[config.mk]
export PLATFORM = sky130hd
export DESIGN_NAME = hop_distance_search_flat
export DESIGN_NICKNAME = d
export VERILOG_FILES = /design/src/hw/rtl/hds_pkg.sv /design/src/hw/rtl/hds_in_if.sv /design/src/hw/rtl/hds_out_if.sv /design/src/hw/rtl/hds_front.sv /design/src/hw/rtl/hds_queue.sv /design/src/hw/rtl/hds_back.sv /design/src/hw/rtl/hop_distance_search.sv /design/src/flat_wrapper.sv
export SDC_FILE = /design/constraint.sdc
export NUM_CORES = 2
export LEC_CHECK = 0
export ABC_AREA = 1
export BUFFER_PORTS_ARGS = -buffer_cell sky130_fd_sc_hd__buf_2
export CAP_MARGIN = 20
export CORE_ASPECT_RATIO = 1.1
export CORE_UTILIZATION = 35
export CTS_BUF_LIST = sky130_fd_sc_hd__clkbuf_4 sky130_fd_sc_hd__clkbuf_8
export DETAILED_ROUTE_END_ITERATION = 7
export HOLD_SLACK_MARGIN = 0.12
export MAX_ROUTING_LAYER = met4
export PLACE_DENSITY = 0.47
export REMOVE_ABC_BUFFERS = 1
export SLEW_MARGIN = 20
export SYNTH_ARGS = -nofsm -noshare
export SYNTH_HDL_FRONTEND = slang
export SYNTH_SLANG_ARGS = --single-unit
[constraint.sdc]
create_clock -name clk -period 11.1 [get_ports clk]
set_input_delay 2.775 -clock clk [delete_from_list [all_inputs] [get_ports clk]]
set_output_delay 2.775 -clock clk [all_outputs]
set_load 0.05 [all_outputs]
[src/hw/rtl/hds_pkg.sv]
`default_nettype none
// ----------------------------------------------------------------------------
// hds_pkg
// Shared types and constants for the hop distance search controller.
// ----------------------------------------------------------------------------
package hds_pkg;

  localparam int unsigned MAX_TTL_DEF      = 48;
  localparam int unsigned MAX_ANON_RUN_DEF = 3;
  localparam int unsigned SEEN_DEPTH_DEF   = 64;

  localparam logic [7:0] TYPE_ECHO  = 8'd0;
  localparam logic [7:0] TYPE_TIMEX = 8'd11;

  // anonymous run counter saturates at its all-ones value
  localparam int unsigned ANON_W = 4;
  localparam int unsigned PKT_W  = 16;

  localparam int unsigned QUEUE_DEPTH = 2;

  typedef enum logic {
    OP_START  = 1'b0,
    OP_RESULT = 1'b1
  } op_t;

  typedef enum logic {
    KIND_PROBE = 1'b0,
    KIND_DONE  = 1'b1
  } kind_t;

  typedef enum logic [1:0] {
    PH_IDLE,
    PH_FWD,
    PH_BACK
  } phase_t;

  typedef enum logic [1:0] {
    BS_IDLE,
    BS_EXEC,
    BS_SCAN,
    BS_POST
  } bstate_t;

  // classified input word, front to back
  typedef struct packed {
    logic        is_start;
    logic        anon;
    logic        is_echo;
    logic        is_timex;
    logic [7:0]  start_ttl;
    logic [31:0] src;
    logic [31:0] dst;
    logic        fixed_flow;
    logic        double_mode;
    logic [31:0] reply_addr;
    logic [3:0]  cost;
  } cmd_t;

  typedef struct packed {
    kind_t            kind;
    logic [7:0]       probe_ttl;
    logic             probe_double;
    logic             probe_fixed_flow;
    logic [31:0]      probe_src;
    logic [31:0]      probe_dst;
    logic [7:0]       hop_distance;
    logic [PKT_W-1:0] packets_sent;
  } res_t;

endpackage : hds_pkg
`default_nettype wire

[src/hw/rtl/hds_in_if.sv]
`default_nettype none
// ----------------------------------------------------------------------------
// hds_in_if
// Input channel: start and probe-result words with valid/ready.
// ----------------------------------------------------------------------------
interface hds_in_if;
  logic        valid;
  logic        ready;
  logic        op;
  logic [7:0]  start_ttl;
  logic [31:0] src_addr;
  logic [31:0] dst_addr;
  logic        fixed_flow;
  logic        double_mode;
  logic        reply_anonymous;
  logic [31:0] reply_addr;
  logic [7:0]  reply_type;
  logic [3:0]  probe_cost;

  modport source (
    output valid, op, start_ttl, src_addr, dst_addr, fixed_flow, double_mode,
           reply_anonymous, reply_addr, reply_type, probe_cost,
    input  ready
  );

  modport sink (
    input  valid, op, start_ttl, src_addr, dst_addr, fixed_flow, double_mode,
           reply_anonymous, reply_addr, reply_type, probe_cost,
    output ready
  );
endinterface : hds_in_if
`default_nettype wire

[src/hw/rtl/hds_out_if.sv]
`default_nettype none
// ----------------------------------------------------------------------------
// hds_out_if
// Result channel: probe requests and finished words with valid/ready.
// ----------------------------------------------------------------------------
interface hds_out_if;
  logic        valid;
  logic        ready;
  logic        kind;
  logic [7:0]  probe_ttl;
  logic        probe_double;
  logic        probe_fixed_flow;
  logic [31:0] probe_src;
  logic [31:0] probe_dst;
  logic [7:0]  hop_distance;
  logic [15:0] packets_sent;

  modport source (
    output valid, kind, probe_ttl, probe_double, probe_fixed_flow, probe_src,
           probe_dst, hop_distance, packets_sent,
    input  ready
  );

  modport sink (
    input  valid, kind, probe_ttl, probe_double, probe_fixed_flow, probe_src,
           probe_dst, hop_distance, packets_sent,
    output ready
  );
endinterface : hds_out_if
`default_nettype wire

[src/hw/rtl/hds_front.sv]
`default_nettype none
// ----------------------------------------------------------------------------
// hds_front
// Accepts input words, classifies them and registers them for the queue.
// ----------------------------------------------------------------------------
module hds_front (
  input  logic          clk,
  input  logic          rst_n,
  hds_in_if.sink        in_chan,
  output logic          push_valid,
  output hds_pkg::cmd_t push_cmd,
  input  logic          push_ready
);
  import hds_pkg::*;

  logic valid_r;
  cmd_t cmd_r;
  cmd_t cmd_nxt;

  assign in_chan.ready = !valid_r || push_ready;
  assign push_valid    = valid_r;
  assign push_cmd      = cmd_r;

  always_comb begin
    cmd_nxt.is_start    = (op_t'(in_chan.op) == OP_START);
    cmd_nxt.anon        = in_chan.reply_anonymous;
    cmd_nxt.is_echo     = (in_chan.reply_type == TYPE_ECHO);
    cmd_nxt.is_timex    = (in_chan.reply_type == TYPE_TIMEX);
    cmd_nxt.start_ttl   = in_chan.start_ttl;
    cmd_nxt.src         = in_chan.src_addr;
    cmd_nxt.dst         = in_chan.dst_addr;
    cmd_nxt.fixed_flow  = in_chan.fixed_flow;
    cmd_nxt.double_mode = in_chan.double_mode;
    cmd_nxt.reply_addr  = in_chan.reply_addr;
    cmd_nxt.cost        = in_chan.probe_cost;
  end

  always_ff @(posedge clk) begin
    if (!rst_n) begin
      valid_r <= 1'b0;
    end else if (in_chan.ready) begin
      valid_r <= in_chan.valid;
    end
  end

  always_ff @(posedge clk) begin
    if (in_chan.valid && in_chan.ready) begin
      cmd_r <= cmd_nxt;
    end
  end

endmodule : hds_front
`default_nettype wire

[src/hw/rtl/hds_queue.sv]
`default_nettype none
// ----------------------------------------------------------------------------
// hds_queue
// Short FIFO of classified words between the front and the back.
// ----------------------------------------------------------------------------
module hds_queue (
  input  logic          clk,
  input  logic          rst_n,
  input  logic          push_valid,
  input  hds_pkg::cmd_t push_cmd,
  output logic          push_ready,
  output logic          pop_valid,
  output hds_pkg::cmd_t pop_cmd,
  input  logic          pop_ready
);
  import hds_pkg::*;

  localparam int unsigned PTR_W = (QUEUE_DEPTH > 1) ? $clog2(QUEUE_DEPTH) : 1;
  localparam int unsigned CNT_W = $clog2(QUEUE_DEPTH + 1);

  cmd_t             mem_r [QUEUE_DEPTH];
  logic [PTR_W-1:0] wr_ptr_r;
  logic [PTR_W-1:0] rd_ptr_r;
  logic [CNT_W-1:0] cnt_r;
  logic             do_push;
  logic             do_pop;

  assign push_ready = (cnt_r != CNT_W'(QUEUE_DEPTH));
  assign pop_valid  = (cnt_r != '0);
  assign pop_cmd    = mem_r[rd_ptr_r];
  assign do_push    = push_valid && push_ready;
  assign do_pop     = pop_valid && pop_ready;

  always_ff @(posedge clk) begin
    if (!rst_n) begin
      wr_ptr_r <= '0;
      rd_ptr_r <= '0;
      cnt_r    <= '0;
    end else begin
      if (do_push) begin
        wr_ptr_r <= (wr_ptr_r == PTR_W'(QUEUE_DEPTH - 1)) ? '0 : wr_ptr_r + 1'b1;
      end
      if (do_pop) begin
        rd_ptr_r <= (rd_ptr_r == PTR_W'(QUEUE_DEPTH - 1)) ? '0 : rd_ptr_r + 1'b1;
      end
      if (do_push && !do_pop) begin
        cnt_r <= cnt_r + 1'b1;
      end else if (do_pop && !do_push) begin
        cnt_r <= cnt_r - 1'b1;
      end
    end
  end

  always_ff @(posedge clk) begin
    if (do_push) begin
      mem_r[wr_ptr_r] <= push_cmd;
    end
  end

endmodule : hds_queue
`default_nettype wire

[src/hw/rtl/hds_back.sv]
`default_nettype none
// ----------------------------------------------------------------------------
// hds_back
// Search engine: phase/TTL tracking, seen-address scan, result register.
// ----------------------------------------------------------------------------
module hds_back #(
  parameter int unsigned MAX_TTL      = hds_pkg::MAX_TTL_DEF,
  parameter int unsigned MAX_ANON_RUN = hds_pkg::MAX_ANON_RUN_DEF,
  parameter int unsigned SEEN_DEPTH   = hds_pkg::SEEN_DEPTH_DEF
) (
  input  logic          clk,
  input  logic          rst_n,
  input  logic          pop_valid,
  input  hds_pkg::cmd_t pop_cmd,
  output logic          pop_ready,
  hds_out_if.source     out_chan
);
  import hds_pkg::*;

  localparam int unsigned IDX_W = $clog2(SEEN_DEPTH);
  localparam int unsigned CNT_W = $clog2(SEEN_DEPTH + 1);

  bstate_t          state_r, state_nxt;
  phase_t           phase_r, phase_nxt;
  logic [7:0]       cur_ttl_r, cur_ttl_nxt;
  logic [7:0]       first_ttl_r, first_ttl_nxt;
  logic [ANON_W-1:0] anon_run_r, anon_run_nxt;
  logic [CNT_W-1:0] seen_count_r, seen_count_nxt;
  logic [7:0]       best_r, best_nxt;
  logic [PKT_W-1:0] pkt_r, pkt_nxt;
  logic [31:0]      src_r, src_nxt;
  logic [31:0]      dst_r, dst_nxt;
  logic             fixed_r, fixed_nxt;
  logic             dbl_r, dbl_nxt;
  cmd_t             cmd_r;
  logic [CNT_W-1:0] scan_idx_r, scan_idx_nxt;
  logic             pend_r, pend_nxt;
  logic [31:0]      rd_data_r;
  logic             out_valid_r, out_valid_nxt;
  res_t             out_r, out_nxt;

  logic [31:0]      seen_mem [SEEN_DEPTH];
  logic             mem_we;
  logic [IDX_W-1:0] rd_idx;

  logic             do_pop;
  logic             scan_issue;
  logic             scan_hit;
  logic [PKT_W:0]   pkt_sum;
  logic [PKT_W-1:0] pkt_sat;
  logic [8:0]       ttl_inc;
  logic             ttl_over;
  logic [ANON_W-1:0] anon_inc;
  logic             emit_req;
  logic             emit_done;
  logic [7:0]       done_dist;

  assign pop_ready  = (state_r == BS_IDLE) && !out_valid_r;
  assign do_pop     = pop_valid && pop_ready;
  assign scan_issue = (state_r == BS_SCAN) && (scan_idx_r < seen_count_r);
  assign scan_hit   = (state_r == BS_SCAN) && pend_r && (rd_data_r == cmd_r.reply_addr);
  assign rd_idx     = scan_issue ? scan_idx_r[IDX_W-1:0] : '0;

  assign pkt_sum  = {1'b0, pkt_r} + (PKT_W+1)'(cmd_r.cost);
  assign pkt_sat  = pkt_sum[PKT_W] ? '1 : pkt_sum[PKT_W-1:0];
  assign ttl_inc  = {1'b0, cur_ttl_r} + 9'd1;
  assign ttl_over = (ttl_inc > 9'(MAX_TTL));
  assign anon_inc = (anon_run_r == '1) ? anon_run_r : anon_run_r + 1'b1;

  // next state
  always_comb begin
    state_nxt = state_r;
    unique case (state_r)
      BS_IDLE: begin
        if (do_pop) state_nxt = BS_EXEC;
      end
      BS_EXEC: begin
        if (!cmd_r.is_start && phase_r == PH_FWD && !cmd_r.anon) state_nxt = BS_SCAN;
        else state_nxt = BS_IDLE;
      end
      BS_SCAN: begin
        if (scan_hit) state_nxt = BS_IDLE;
        else if (!scan_issue) state_nxt = BS_POST;
      end
      BS_POST: begin
        state_nxt = BS_IDLE;
      end
      default: state_nxt = BS_IDLE;
    endcase
  end

  // search datapath and result
  always_comb begin
    phase_nxt      = phase_r;
    cur_ttl_nxt    = cur_ttl_r;
    first_ttl_nxt  = first_ttl_r;
    anon_run_nxt   = anon_run_r;
    seen_count_nxt = seen_count_r;
    best_nxt       = best_r;
    pkt_nxt        = pkt_r;
    src_nxt        = src_r;
    dst_nxt        = dst_r;
    fixed_nxt      = fixed_r;
    dbl_nxt        = dbl_r;
    scan_idx_nxt   = scan_idx_r;
    pend_nxt       = 1'b0;
    mem_we         = 1'b0;
    emit_req       = 1'b0;
    emit_done      = 1'b0;
    done_dist      = '0;

    unique case (state_r)
      BS_IDLE: ;
      BS_EXEC: begin
        if (cmd_r.is_start) begin
          cur_ttl_nxt    = cmd_r.start_ttl;
          first_ttl_nxt  = cmd_r.start_ttl;
          src_nxt        = cmd_r.src;
          dst_nxt        = cmd_r.dst;
          fixed_nxt      = cmd_r.fixed_flow;
          dbl_nxt        = cmd_r.double_mode;
          anon_run_nxt   = '0;
          seen_count_nxt = '0;
          best_nxt       = '0;
          pkt_nxt        = '0;
          phase_nxt      = PH_FWD;
          emit_req       = 1'b1;
        end else if (phase_r == PH_IDLE) begin
          emit_done = 1'b1;
        end else begin
          pkt_nxt = pkt_sat;
          if (phase_r == PH_FWD) begin
            if (cmd_r.anon) begin
              anon_run_nxt = anon_inc;
              if (anon_inc >= ANON_W'(MAX_ANON_RUN) || ttl_over) begin
                emit_done = 1'b1;
              end else begin
                cur_ttl_nxt = ttl_inc[7:0];
                emit_req    = 1'b1;
              end
            end else begin
              scan_idx_nxt = '0;
            end
          end else begin
            // backward: keep stepping down while echoes come back
            if (cmd_r.anon || !cmd_r.is_echo) begin
              emit_done = 1'b1;
              done_dist = best_r;
            end else begin
              best_nxt = cur_ttl_r;
              if (cur_ttl_r <= 8'd2) begin
                emit_done = 1'b1;
                done_dist = cur_ttl_r;
              end else begin
                cur_ttl_nxt = cur_ttl_r - 1'b1;
                emit_req    = 1'b1;
              end
            end
          end
        end
      end
      BS_SCAN: begin
        if (scan_issue) scan_idx_nxt = scan_idx_r + 1'b1;
        pend_nxt = scan_issue;
        if (scan_hit) begin
          // replier seen before: routing loop
          pend_nxt  = 1'b0;
          emit_done = 1'b1;
        end
      end
      BS_POST: begin
        if (seen_count_r != CNT_W'(SEEN_DEPTH)) begin
          mem_we         = 1'b1;
          seen_count_nxt = seen_count_r + 1'b1;
        end
        anon_run_nxt = '0;
        if (cmd_r.is_echo) begin
          best_nxt = cur_ttl_r;
          if (cur_ttl_r != first_ttl_r) begin
            emit_done = 1'b1;
            done_dist = cur_ttl_r;
          end else if (first_ttl_r <= 8'd2) begin
            emit_done = 1'b1;
            done_dist = first_ttl_r;
          end else begin
            cur_ttl_nxt = first_ttl_r - 1'b1;
            phase_nxt   = PH_BACK;
            emit_req    = 1'b1;
          end
        end else if (!cmd_r.is_timex || ttl_over) begin
          emit_done = 1'b1;
        end else begin
          cur_ttl_nxt = ttl_inc[7:0];
          emit_req    = 1'b1;
        end
      end
      default: ;
    endcase

    if (emit_done) phase_nxt = PH_IDLE;

    out_nxt = out_r;
    if (emit_req) begin
      out_nxt.kind             = KIND_PROBE;
      out_nxt.probe_ttl        = cur_ttl_nxt;
      out_nxt.probe_double     = dbl_nxt;
      out_nxt.probe_fixed_flow = fixed_nxt;
      out_nxt.probe_src        = src_nxt;
      out_nxt.probe_dst        = dst_nxt;
      out_nxt.hop_distance     = '0;
      out_nxt.packets_sent     = pkt_nxt;
    end else if (emit_done) begin
      out_nxt.kind             = KIND_DONE;
      out_nxt.probe_ttl        = '0;
      out_nxt.probe_double     = 1'b0;
      out_nxt.probe_fixed_flow = 1'b0;
      out_nxt.probe_src        = '0;
      out_nxt.probe_dst        = '0;
      out_nxt.hop_distance     = done_dist;
      out_nxt.packets_sent     = pkt_nxt;
    end
    out_valid_nxt = (emit_req || emit_done) || (out_valid_r && !out_chan.ready);
  end

  always_ff @(posedge clk) begin
    if (!rst_n) begin
      state_r      <= BS_IDLE;
      phase_r      <= PH_IDLE;
      cur_ttl_r    <= '0;
      first_ttl_r  <= '0;
      anon_run_r   <= '0;
      seen_count_r <= '0;
      best_r       <= '0;
      pkt_r        <= '0;
      src_r        <= '0;
      dst_r        <= '0;
      fixed_r      <= 1'b0;
      dbl_r        <= 1'b0;
      pend_r       <= 1'b0;
      out_valid_r  <= 1'b0;
    end else begin
      state_r      <= state_nxt;
      phase_r      <= phase_nxt;
      cur_ttl_r    <= cur_ttl_nxt;
      first_ttl_r  <= first_ttl_nxt;
      anon_run_r   <= anon_run_nxt;
      seen_count_r <= seen_count_nxt;
      best_r       <= best_nxt;
      pkt_r        <= pkt_nxt;
      src_r        <= src_nxt;
      dst_r        <= dst_nxt;
      fixed_r      <= fixed_nxt;
      dbl_r        <= dbl_nxt;
      pend_r       <= pend_nxt;
      out_valid_r  <= out_valid_nxt;
    end
  end

  always_ff @(posedge clk) begin
    if (do_pop) cmd_r <= pop_cmd;
    scan_idx_r <= scan_idx_nxt;
    out_r      <= out_nxt;
  end

  // seen-address store: one write port, one registered read port
  always_ff @(posedge clk) begin
    if (mem_we) seen_mem[seen_count_r[IDX_W-1:0]] <= cmd_r.reply_addr;
    rd_data_r <= seen_mem[rd_idx];
  end

  assign out_chan.valid            = out_valid_r;
  assign out_chan.kind             = out_r.kind;
  assign out_chan.probe_ttl        = out_r.probe_ttl;
  assign out_chan.probe_double     = out_r.probe_double;
  assign out_chan.probe_fixed_flow = out_r.probe_fixed_flow;
  assign out_chan.probe_src        = out_r.probe_src;
  assign out_chan.probe_dst        = out_r.probe_dst;
  assign out_chan.hop_distance     = out_r.hop_distance;
  assign out_chan.packets_sent     = out_r.packets_sent;

`ifndef ASSERT_OFF
  a_busy_out_empty : assert property (@(posedge clk) disable iff (!rst_n)
    (state_r != BS_IDLE) |-> !out_valid_r)
    else $error("result register occupied while a word is in work");

  a_seen_bound : assert property (@(posedge clk) disable iff (!rst_n)
    seen_count_r <= CNT_W'(SEEN_DEPTH))
    else $error("seen count past store depth");

  a_scan_fwd : assert property (@(posedge clk) disable iff (!rst_n)
    (state_r == BS_SCAN) |-> (phase_r == PH_FWD))
    else $error("address scan outside forward phase");

  a_pend_src : assert property (@(posedge clk) disable iff (!rst_n)
    pend_r |-> ($past(state_r) == BS_SCAN))
    else $error("read pending without a scan");

  a_one_result : assert property (@(posedge clk) disable iff (!rst_n)
    (emit_req || emit_done) |=> (state_r == BS_IDLE) && out_valid_r)
    else $error("result emitted but engine not back to idle");
`endif

endmodule : hds_back
`default_nettype wire

[src/hw/rtl/hop_distance_search.sv]
`default_nettype none
// ----------------------------------------------------------------------------
// hop_distance_search
// Hop distance estimator steering TTL-limited probes toward a destination.
// ----------------------------------------------------------------------------
// Every accepted word yields exactly one result word: a probe request or a
// finished word with the hop distance. Words pass a one-stage front register
// and a two-entry queue, then the engine. A start, an idle-time result, an
// anonymous forward reply or a backward-phase reply passes only the execute
// state; a non-anonymous forward reply also scans the seen-address store
// through its single registered read port, one address per cycle. While a
// result waits in the result register the engine takes no word, but the front
// keeps taking words until the queue is full. The seen store has no reset;
// only entries written since the last start are ever compared.
// ----------------------------------------------------------------------------
module hop_distance_search #(
  parameter int unsigned MAX_TTL      = hds_pkg::MAX_TTL_DEF,
  parameter int unsigned MAX_ANON_RUN = hds_pkg::MAX_ANON_RUN_DEF,
  parameter int unsigned SEEN_DEPTH   = hds_pkg::SEEN_DEPTH_DEF
) (
  input  logic      clk,
  input  logic      rst_n,
  hds_in_if.sink    in_chan,
  hds_out_if.source out_chan
);
  import hds_pkg::*;

  logic push_valid;
  logic push_ready;
  cmd_t push_cmd;
  logic pop_valid;
  logic pop_ready;
  cmd_t pop_cmd;

  hds_front u_front (
    .clk        (clk),
    .rst_n      (rst_n),
    .in_chan    (in_chan),
    .push_valid (push_valid),
    .push_cmd   (push_cmd),
    .push_ready (push_ready)
  );

  hds_queue u_queue (
    .clk        (clk),
    .rst_n      (rst_n),
    .push_valid (push_valid),
    .push_cmd   (push_cmd),
    .push_ready (push_ready),
    .pop_valid  (pop_valid),
    .pop_cmd    (pop_cmd),
    .pop_ready  (pop_ready)
  );

  hds_back #(
    .MAX_TTL      (MAX_TTL),
    .MAX_ANON_RUN (MAX_ANON_RUN),
    .SEEN_DEPTH   (SEEN_DEPTH)
  ) u_back (
    .clk       (clk),
    .rst_n     (rst_n),
    .pop_valid (pop_valid),
    .pop_cmd   (pop_cmd),
    .pop_ready (pop_ready),
    .out_chan  (out_chan)
  );

endmodule : hop_distance_search
`default_nettype wire
[src/flat_wrapper.sv]
// flat-port wrapper written by rule: the top's interface ports become plain ports
module hop_distance_search_flat import hds_pkg::*;
#(
  parameter int unsigned MAX_TTL      = hds_pkg::MAX_TTL_DEF,
  parameter int unsigned MAX_ANON_RUN = hds_pkg::MAX_ANON_RUN_DEF,
  parameter int unsigned SEEN_DEPTH   = hds_pkg::SEEN_DEPTH_DEF
)
  (clk, rst_n, in_chan_valid, in_chan_op, in_chan_start_ttl, in_chan_src_addr, in_chan_dst_addr, in_chan_fixed_flow, in_chan_double_mode, in_chan_reply_anonymous, in_chan_reply_addr, in_chan_reply_type, in_chan_probe_cost, in_chan_ready, out_chan_valid, out_chan_kind, out_chan_probe_ttl, out_chan_probe_double, out_chan_probe_fixed_flow, out_chan_probe_src, out_chan_probe_dst, out_chan_hop_distance, out_chan_packets_sent, out_chan_ready);
  hds_in_if in_chan_i ();
  hds_out_if out_chan_i ();
  input  logic clk;
  input  logic rst_n;
  input wire logic [$bits(in_chan_i.valid)-1:0] in_chan_valid;
  input wire logic [$bits(in_chan_i.op)-1:0] in_chan_op;
  input wire logic [$bits(in_chan_i.start_ttl)-1:0] in_chan_start_ttl;
  input wire logic [$bits(in_chan_i.src_addr)-1:0] in_chan_src_addr;
  input wire logic [$bits(in_chan_i.dst_addr)-1:0] in_chan_dst_addr;
  input wire logic [$bits(in_chan_i.fixed_flow)-1:0] in_chan_fixed_flow;
  input wire logic [$bits(in_chan_i.double_mode)-1:0] in_chan_double_mode;
  input wire logic [$bits(in_chan_i.reply_anonymous)-1:0] in_chan_reply_anonymous;
  input wire logic [$bits(in_chan_i.reply_addr)-1:0] in_chan_reply_addr;
  input wire logic [$bits(in_chan_i.reply_type)-1:0] in_chan_reply_type;
  input wire logic [$bits(in_chan_i.probe_cost)-1:0] in_chan_probe_cost;
  output wire logic [$bits(in_chan_i.ready)-1:0] in_chan_ready;
  output wire logic [$bits(out_chan_i.valid)-1:0] out_chan_valid;
  output wire logic [$bits(out_chan_i.kind)-1:0] out_chan_kind;
  output wire logic [$bits(out_chan_i.probe_ttl)-1:0] out_chan_probe_ttl;
  output wire logic [$bits(out_chan_i.probe_double)-1:0] out_chan_probe_double;
  output wire logic [$bits(out_chan_i.probe_fixed_flow)-1:0] out_chan_probe_fixed_flow;
  output wire logic [$bits(out_chan_i.probe_src)-1:0] out_chan_probe_src;
  output wire logic [$bits(out_chan_i.probe_dst)-1:0] out_chan_probe_dst;
  output wire logic [$bits(out_chan_i.hop_distance)-1:0] out_chan_hop_distance;
  output wire logic [$bits(out_chan_i.packets_sent)-1:0] out_chan_packets_sent;
  input wire logic [$bits(out_chan_i.ready)-1:0] out_chan_ready;
  assign in_chan_i.valid = in_chan_valid;
  assign in_chan_i.op = in_chan_op;
  assign in_chan_i.start_ttl = in_chan_start_ttl;
  assign in_chan_i.src_addr = in_chan_src_addr;
  assign in_chan_i.dst_addr = in_chan_dst_addr;
  assign in_chan_i.fixed_flow = in_chan_fixed_flow;
  assign in_chan_i.double_mode = in_chan_double_mode;
  assign in_chan_i.reply_anonymous = in_chan_reply_anonymous;
  assign in_chan_i.reply_addr = in_chan_reply_addr;
  assign in_chan_i.reply_type = in_chan_reply_type;
  assign in_chan_i.probe_cost = in_chan_probe_cost;
  assign in_chan_ready = in_chan_i.ready;
  assign out_chan_valid = out_chan_i.valid;
  assign out_chan_kind = out_chan_i.kind;
  assign out_chan_probe_ttl = out_chan_i.probe_ttl;
  assign out_chan_probe_double = out_chan_i.probe_double;
  assign out_chan_probe_fixed_flow = out_chan_i.probe_fixed_flow;
  assign out_chan_probe_src = out_chan_i.probe_src;
  assign out_chan_probe_dst = out_chan_i.probe_dst;
  assign out_chan_hop_distance = out_chan_i.hop_distance;
  assign out_chan_packets_sent = out_chan_i.packets_sent;
  assign out_chan_i.ready = out_chan_ready;
  hop_distance_search #(.MAX_TTL(MAX_TTL), .MAX_ANON_RUN(MAX_ANON_RUN), .SEEN_DEPTH(SEEN_DEPTH)) u_core (.clk(clk), .rst_n(rst_n), .in_chan(in_chan_i), .out_chan(out_chan_i));
endmodule
Word level (Yosys, flattened, before mapping)

Memory sizes are Yosys's and may differ from the RTL's. A register that Yosys moved wholly into a read port is not among the register bits.
Cells that the tools add are included.

Bitwise logic cells: 3
Equal/unequal tests: 27
Reduce and logical (&&, ||, !) cells: 44
Muxes and demuxes: 102
Order comparisons: 5
Add/subtract/negate cells: 11

Operators by type and width:

| operator                                                      | number |
|---|---|
| two-way mux 98 bit                                            | 2 |
| two-way mux 8 bit                                             | 24 |
| two-way mux 32 bit                                            | 4 |
| two-way mux 16 bit                                            | 4 |
| two-way mux 7 bit                                             | 7 |
| case mux 8 bit (2 select lines)                               | 3 |
| two-way mux 1 bit                                             | 35 |
| equality test 32 bit                                          | 1 |
| case mux 7 bit (2 select lines)                               | 2 |
| inequality test 2 bit, second input constant                  | 11 |
| two-way mux 2 bit                                             | 10 |
| two-way mux 4 bit                                             | 5 |
| inequality test 3 bit, second input constant                  | 6 |
| adder 16 x 4 -> 17 bit                                        | 1 |
| <= comparator 8 x 2 -> 1 bit, second input constant           | 2 |
| subtractor 8 x 1 -> 8 bit, second input constant              | 2 |
| adder 7 x 1 -> 7 bit, second input constant                   | 2 |
| logical AND 1 bit                                             | 12 |
| AND reduction 5 bit                                           | 2 |
| nonzero test 2 bit                                            | 5 |
| adder 8 x 1 -> 9 bit, second input constant                   | 1 |
| greater-than comparator 9 x 6 -> 1 bit, second input constant | 1 |
| logical NOT 1 bit                                             | 9 |
| equality test 8 x 4 -> 1 bit, second input constant           | 1 |
| other kinds (28)                                              | 40 |

Register bits after elaboration: 348
Input port bits: 124
Memories kept: 2
RAM bits: 2276
Output and inout port bits: 101
Word-level logic and storage cells: 232

Memories:

| memory                 | depth | bits a word | rd ports | clocked after Yosys merged registers in | wr ports | line            | text |
|---|---|---|---|---|---|---|---|
| u_core.u_back.seen_mem | 64    | 32          | 1        | 1                                       | 1        | hds_back.sv:42  | `logic [31:0] seen_mem [SEEN_DEPTH];` |
| u_core.u_queue.mem_r   | 2     | 114         | 1        | 1                                       | 1        | hds_queue.sv:21 | `cmd_t mem_r [QUEUE_DEPTH];` |

Depth between registers and ports, before layout

Depth in word-level cells: 12
Gate-level depth with buffers: 20
Gate-level depth less buffers: 17

By module

From an unflattened synthesis, not the netlist that was laid out.

Cells, all modules: 10146
Area total of the unflattened synthesis: 114210.8 µm²

Modules (own cells, without submodules):

| module    | instances | cells each | area each (µm²) | sequential area each (µm²) |
|---|---|---|---|---|
| hds_back  | 1         | 9620       | 101974.1        | 71118.2 |
| hds_queue | 1         | 392        | 8714.6          | 6946.7 |
| hds_front | 1         | 134        | 3522.1          | 3443.3 |

Worst setup path after synthesis

OpenSTA, ideal clock, no wires.

Path type: register to register
From: reg u_core.u_back.state_r[0]
To: reg u_core.u_queue.cnt_r[1]
Arrival time: 10029 ps
Buffers on the path: 1
Clock period less this slack: 10152 ps
Library setup time: 122 ps
Setup slack: 948 ps
Required time: 10978 ps
Cell stages (with the launch flop): 11
Cell sequence: dfxtp_1 buf_2 nor2_1 inv_1 nor3_1 inv_1 ha_1 a21oi_1 o21ai_0 o21ai_0 a21oi_1

Longest elaborated chain between the ends: 6
Elaborated cells on any way between the ends: 8
Those cells by class: mux (1); reduce/logical (7)

Ends and longest elaborated chain:

| item                                                    | line            | text |
|---|---|---|
| start, declared                                         | hds_back.sv:23  | `bstate_t state_r, state_nxt;` |
| start signal, assigned                                  | hds_back.sv:242 | `state_r <= state_nxt;` |
| logical NOT 2 bit (*)                                   | hds_back.sv:58  | `assign pop_ready = (state_r == BS_IDLE) && !out_valid_r;` |
| logical AND 1 bit (*)                                   | hds_back.sv:58  |  |
| logical AND 1 bit (*)                                   | n/a             |  |
| net u_core.u_back.do_pop                                | hds_back.sv:46  | `logic do_pop;` |
| logical NOT 1 bit                                       | hds_queue.sv:46 | `if (do_push && !do_pop) begin` |
| logical AND 1 bit                                       | hds_queue.sv:46 |  |
| two-way mux 2 bit or nonzero test 2 bit (tied branches) | n/a             |  |
| end signal, assigned                                    | hds_queue.sv:47 | `cnt_r <= cnt_r + 1'b1;` |
| end signal, assigned                                    | hds_queue.sv:49 | `cnt_r <= cnt_r - 1'b1;` |
| end, declared                                           | hds_queue.sv:24 | `logic [CNT_W-1:0] cnt_r;` |

Mark *: on every way through the listed nets, which the timed path passes. The rest lies on a longest branch.
A chain may end at the register's enable or synchronous reset.

Worst setup path in the final report

From: reg u_core.u_back.seen_count_r[5]
To: reg u_core.u_back.rd_data_r[10], read port of u_core.u_back.seen_mem

Longest elaborated chain between the ends: 3

Ends and longest elaborated chain:

| item                       | line            | text |
|---|---|---|
| start, declared            | hds_back.sv:28  | `logic [CNT_W-1:0] seen_count_r, seen_count_nxt;` |
| start signal, assigned     | hds_back.sv:247 | `seen_count_r <= seen_count_nxt;` |
| less-than comparator 7 bit | hds_back.sv:60  | `assign scan_issue = (state_r == BS_SCAN) && (scan_idx_r < seen_count_r);` |
| logical AND 1 bit          | hds_back.sv:60  |  |
| two-way mux 6 bit          | hds_back.sv:62  | `assign rd_idx = scan_issue ? scan_idx_r[IDX_W-1:0] : '0;` |
| end, declared              | hds_back.sv:38  | `logic [31:0] rd_data_r;` |

Every way passes these cells.

==> results.sh <==
export IMPL_outcome="finished, final reports clean"
export IMPL_synth_edf_count=2601
export IMPL_htreeDepth=5
export IMPL_dr_pass1_iters=5
export IMPL_clk_latency_ns=1.09
export IMPL_ios=225
export IMPL_start_util=0.352
export IMPL_slew_headroom=0.268
export IMPL_critPathSlowestCell="buf_4"
export IMPL_cts_resized=0
export IMPL_fin_crit_sh=0.494
export IMPL_period_needed_ns=5.49
export IMPL_postCtsSetupRepairBufs=0
export IMPL_antenna_found_initial=30
export IMPL_preCtsSetupSlack_ns=5.72
export IMPL_core_sq_mm=0.324
export IMPL_die_area_sq_mm=0.327
export IMPL_multi_input_area_sq_mm=0.0255
export IMPL_cp_end_kind="flop"
export IMPL_setup_ws_ns=5.61
export IMPL_p_per_area_mw_per_mm2=203
export IMPL_dieWidth_microns=546
export IMPL_place_gp_congestion=0.854
export IMPL_cpPeakStageDelay_ns=0.77
export IMPL_cts_hold_buffers=0
export IMPL_critPathLaunchType="flop"
export IMPL_synth_ff_type="edfxtp_1"
export IMPL_nets=10853
export IMPL_dp_hpwl_microns=198000
export IMPL_drv_slew=0
export IMPL_cts_root_buf="clkbuf_8"
export IMPL_yosys_warnings=0
export IMPL_ir_drop_mv=0.157
export IMPL_drtIter0Drc=7378
export IMPL_synth_seq_cells=2770
export IMPL_dp_cells=14554
export IMPL_clk_path_buf_depth=4
export IMPL_drc=0
export IMPL_cp_required_ns=12.07
export IMPL_cp_max_fo=44
export IMPL_synth_area_sq_mm=0.114
export IMPL_synth_cell_types=44
export IMPL_met3_usage=0.0331
export IMPL_arrival_ns=6.46
export IMPL_cpLargestDelayFamily="buffers and inverters"
export IMPL_max_clock_freq_mhz=182
export IMPL_postSynth_asyncResetShare=0
export IMPL_setup_viol=0
export IMPL_cellLeakagePower_nw=50.8
export IMPL_routed_via_density=4.93
export IMPL_crit_type="reg -> reg"
export IMPL_synth_cells=10338
export IMPL_maxCapViolCount=0
export IMPL_wire_per_inst_microns=23.7
export IMPL_drive_above_1_share=0.117
export IMPL_num_fill_cells=30960
export IMPL_worst_slew_pin_slew_ns=1.10
export IMPL_gr_usage_met1=0.298
export IMPL_synth_area_per_cell_sq_um=11.0
export IMPL_ant_nets=0
export IMPL_busiest_layer="met2"
export IMPL_drt_wl_total_microns=366000
export IMPL_grt_max_degree=176
export IMPL_grt_pass1_wl_microns=524000
export IMPL_fin_skew_ns=0.0738
export IMPL_hp_class="reg -> reg"
export IMPL_worst_path_buf_inv=5
export IMPL_grt_pass1_vias=73136
export IMPL_grt_overflow=0
export IMPL_seq_area_sq_mm=0.0815
export IMPL_yosysSeqAreaShare=0.716
export IMPL_rsz0062_at_grt="no"
export IMPL_cp_cell_sequence="inv_1 > ha_1 > nand2_1 > inv_1 > a21oi_1 > nand3_2 > nor2_4 > buf_4 > buf_4 > buf_4 > nand3_1 > nand3_1 > nand3_1 > nand2_1"
export IMPL_numCtsBuffers=457
export IMPL_port_buffers=224
export IMPL_use_met2=0.360
export IMPL_cts_sinks=2770
export IMPL_vias=76129
export IMPL_area_delta_synth_final_pct=13.9
export IMPL_finalHoldViolCount=0
export IMPL_layoutNonFillerInstCount=15429
export IMPL_grt_use_total=0.225
export IMPL_clk_pin_slew_worst_paths_ns=0.06
export IMPL_tritoncts="yes"
export IMPL_rows=219
export IMPL_fp_dieH_microns=600
## synth_stat cells, drive strengths merged, types with 2 or more instances
master,count,area [sq um]
clkbuf,292,1100
xnor2,9,78.8
xor2,31,272
or4,2,15.0
mux2i,67,671
ha,22,275
dfxtp,169,3380
nand4,59,375
nor3,26,130
nand2,2183,8190
clkinv,4,15.0
a22oi,7,52.6
inv,1371,5150
o22ai,3,18.8
nand3b,3,22.5
buf,232,1140
a211oi,3,22.5
a31oi,3,18.8
o211ai,4,30.0
nor4,3,18.8
nand3,1572,7880
and2,5,31.3
or2,9,56.3
nor2,1292,4880
a21oi,65,329
edfxtp,2601,78100
o21ai,295,1480
## flip-flops by register name (all words and copies together), names as in the netlist, 32 cells and up
name and flops:
u_core.u_back.cmd_r 114, u_core.u_back.dst_r 32, u_core.u_back.out_chan.probe_dst 32, u_core.u_back.out_chan.probe_src 32, u_core.u_back.rd_data_r 32, u_core.u_back.seen_mem 2048, u_core.u_back.src_r 32, u_core.u_front.push_cmd 114
u_core.u_queue.mem_r 228
## kinds of logic (layout without fill, tap and decap cells)
logic type | Yosys count | in the layout | synth area share
AO/OA/AOI/OAI | 384 | 384 | 0.0174
XOR/XNOR | 40 | 40 | 0.00308
adder cells (fa/ha/maj) | 23 | 23 | 0.00259
buffers and inverters | 1899 | 2655 | 0.0650
flip-flops | 2770 | 2770 | 0.716
multiplexers | 67 | 67 | 0.00589
other | 0 | 26 | 0
AND/OR/NAND/NOR | 5155 | 5155 | 0.190
## metal layers
metal	vias to the layer above	wire length (microns)
met4	0	9980
met5	-	0
met1	37507	160000
li1	35223	-
met3	590	24800
met2	2809	171000
## layout make-up
| cell class | instances | share of cell area |
|---|---|---|
| flip-flops and latches | 2770 | 0.629 |
| multi-input cells | 5669 | 0.196 |
| diodes | 26 | 0.000502 |
| repair buffers | 433 | 0.0222 |
| well taps | 4309 | 0.0416 |
| inverters | 1375 | 0.0400 |
| clock inverters | 165 | 0.00700 |
| clock buffers | 682 | 0.0635 |
## cell usage in the layout, fill, tap and decap left out, types with 168 or more instances in the layout
master	synthesis	routed
o21ai_0	294	294
inv_1	1355	1348
buf_4	12	194
clkbuf_4	0	185
edfxtp_1	2601	2601
buf_2	170	224
nor2_1	1285	1217
clkbuf_8	0	497
nand3_1	1569	1569
dfxtp_1	169	168
nand2_1	2183	2181
## worst paths after layout
path                                               startpoint                           to  slack, ns  cells after the start
worst max register to register  u_core.u_back.seen_count_r[5]  u_core.u_back.rd_data_r[10]       5.61                     14
worst min-delay path              u_core.u_front.push_cmd[62]  u_core.u_queue.mem_r[0][62]       0.44                      0
worst min register to register    u_core.u_front.push_cmd[62]  u_core.u_queue.mem_r[0][62]       0.44                      0
worst max-delay path            u_core.u_back.seen_count_r[5]  u_core.u_back.rd_data_r[10]       5.61                     14
## worst register-to-register path: cells and delay by family (launching register included)
| family | cells | cell delay [ns] |
|---|---|---|
| buffers and inverters | 5 | 2.23 |
| adder cells (fa/ha/maj) | 1 | 0.31 |
| AND/OR/NAND/NOR | 7 | 2.09 |
| flip-flops | 1 | 0.44 |
| AO/OA/AOI/OAI | 1 | 0.35 |
## per-stage QoR
stage | area [sq um] | setup TNS [ns] | hold WS, ns | util | total power, mW
6_report | 130000 | 0 | 0.443 | 0.401 | 26.4
5_1_grt | 130000 | 0 | 0.441 | 0.401 | 27.3
4_1_cts | 130000 | 0 | 0.438 | 0.400 | 26.6
3_5_place_dp | 120000 | 0 | 0.431 | 0.372 | 17.6
3_3_place_gp | 120000 | 0 | 0.422 | 0.372 | 17.5
2_1_floorplan | 112000 | -513.80 | 0.421 | - | 15.8
## where the power goes
group          internal (mW)  total (mW)  switching (mW)  leakage [nW]
logic                  0.599        3.87            3.27          20.9
clock network           4.85        9.04            4.19          4.88
registers               13.2        13.4           0.260          25.0
(Power assumes the default switching activity.)
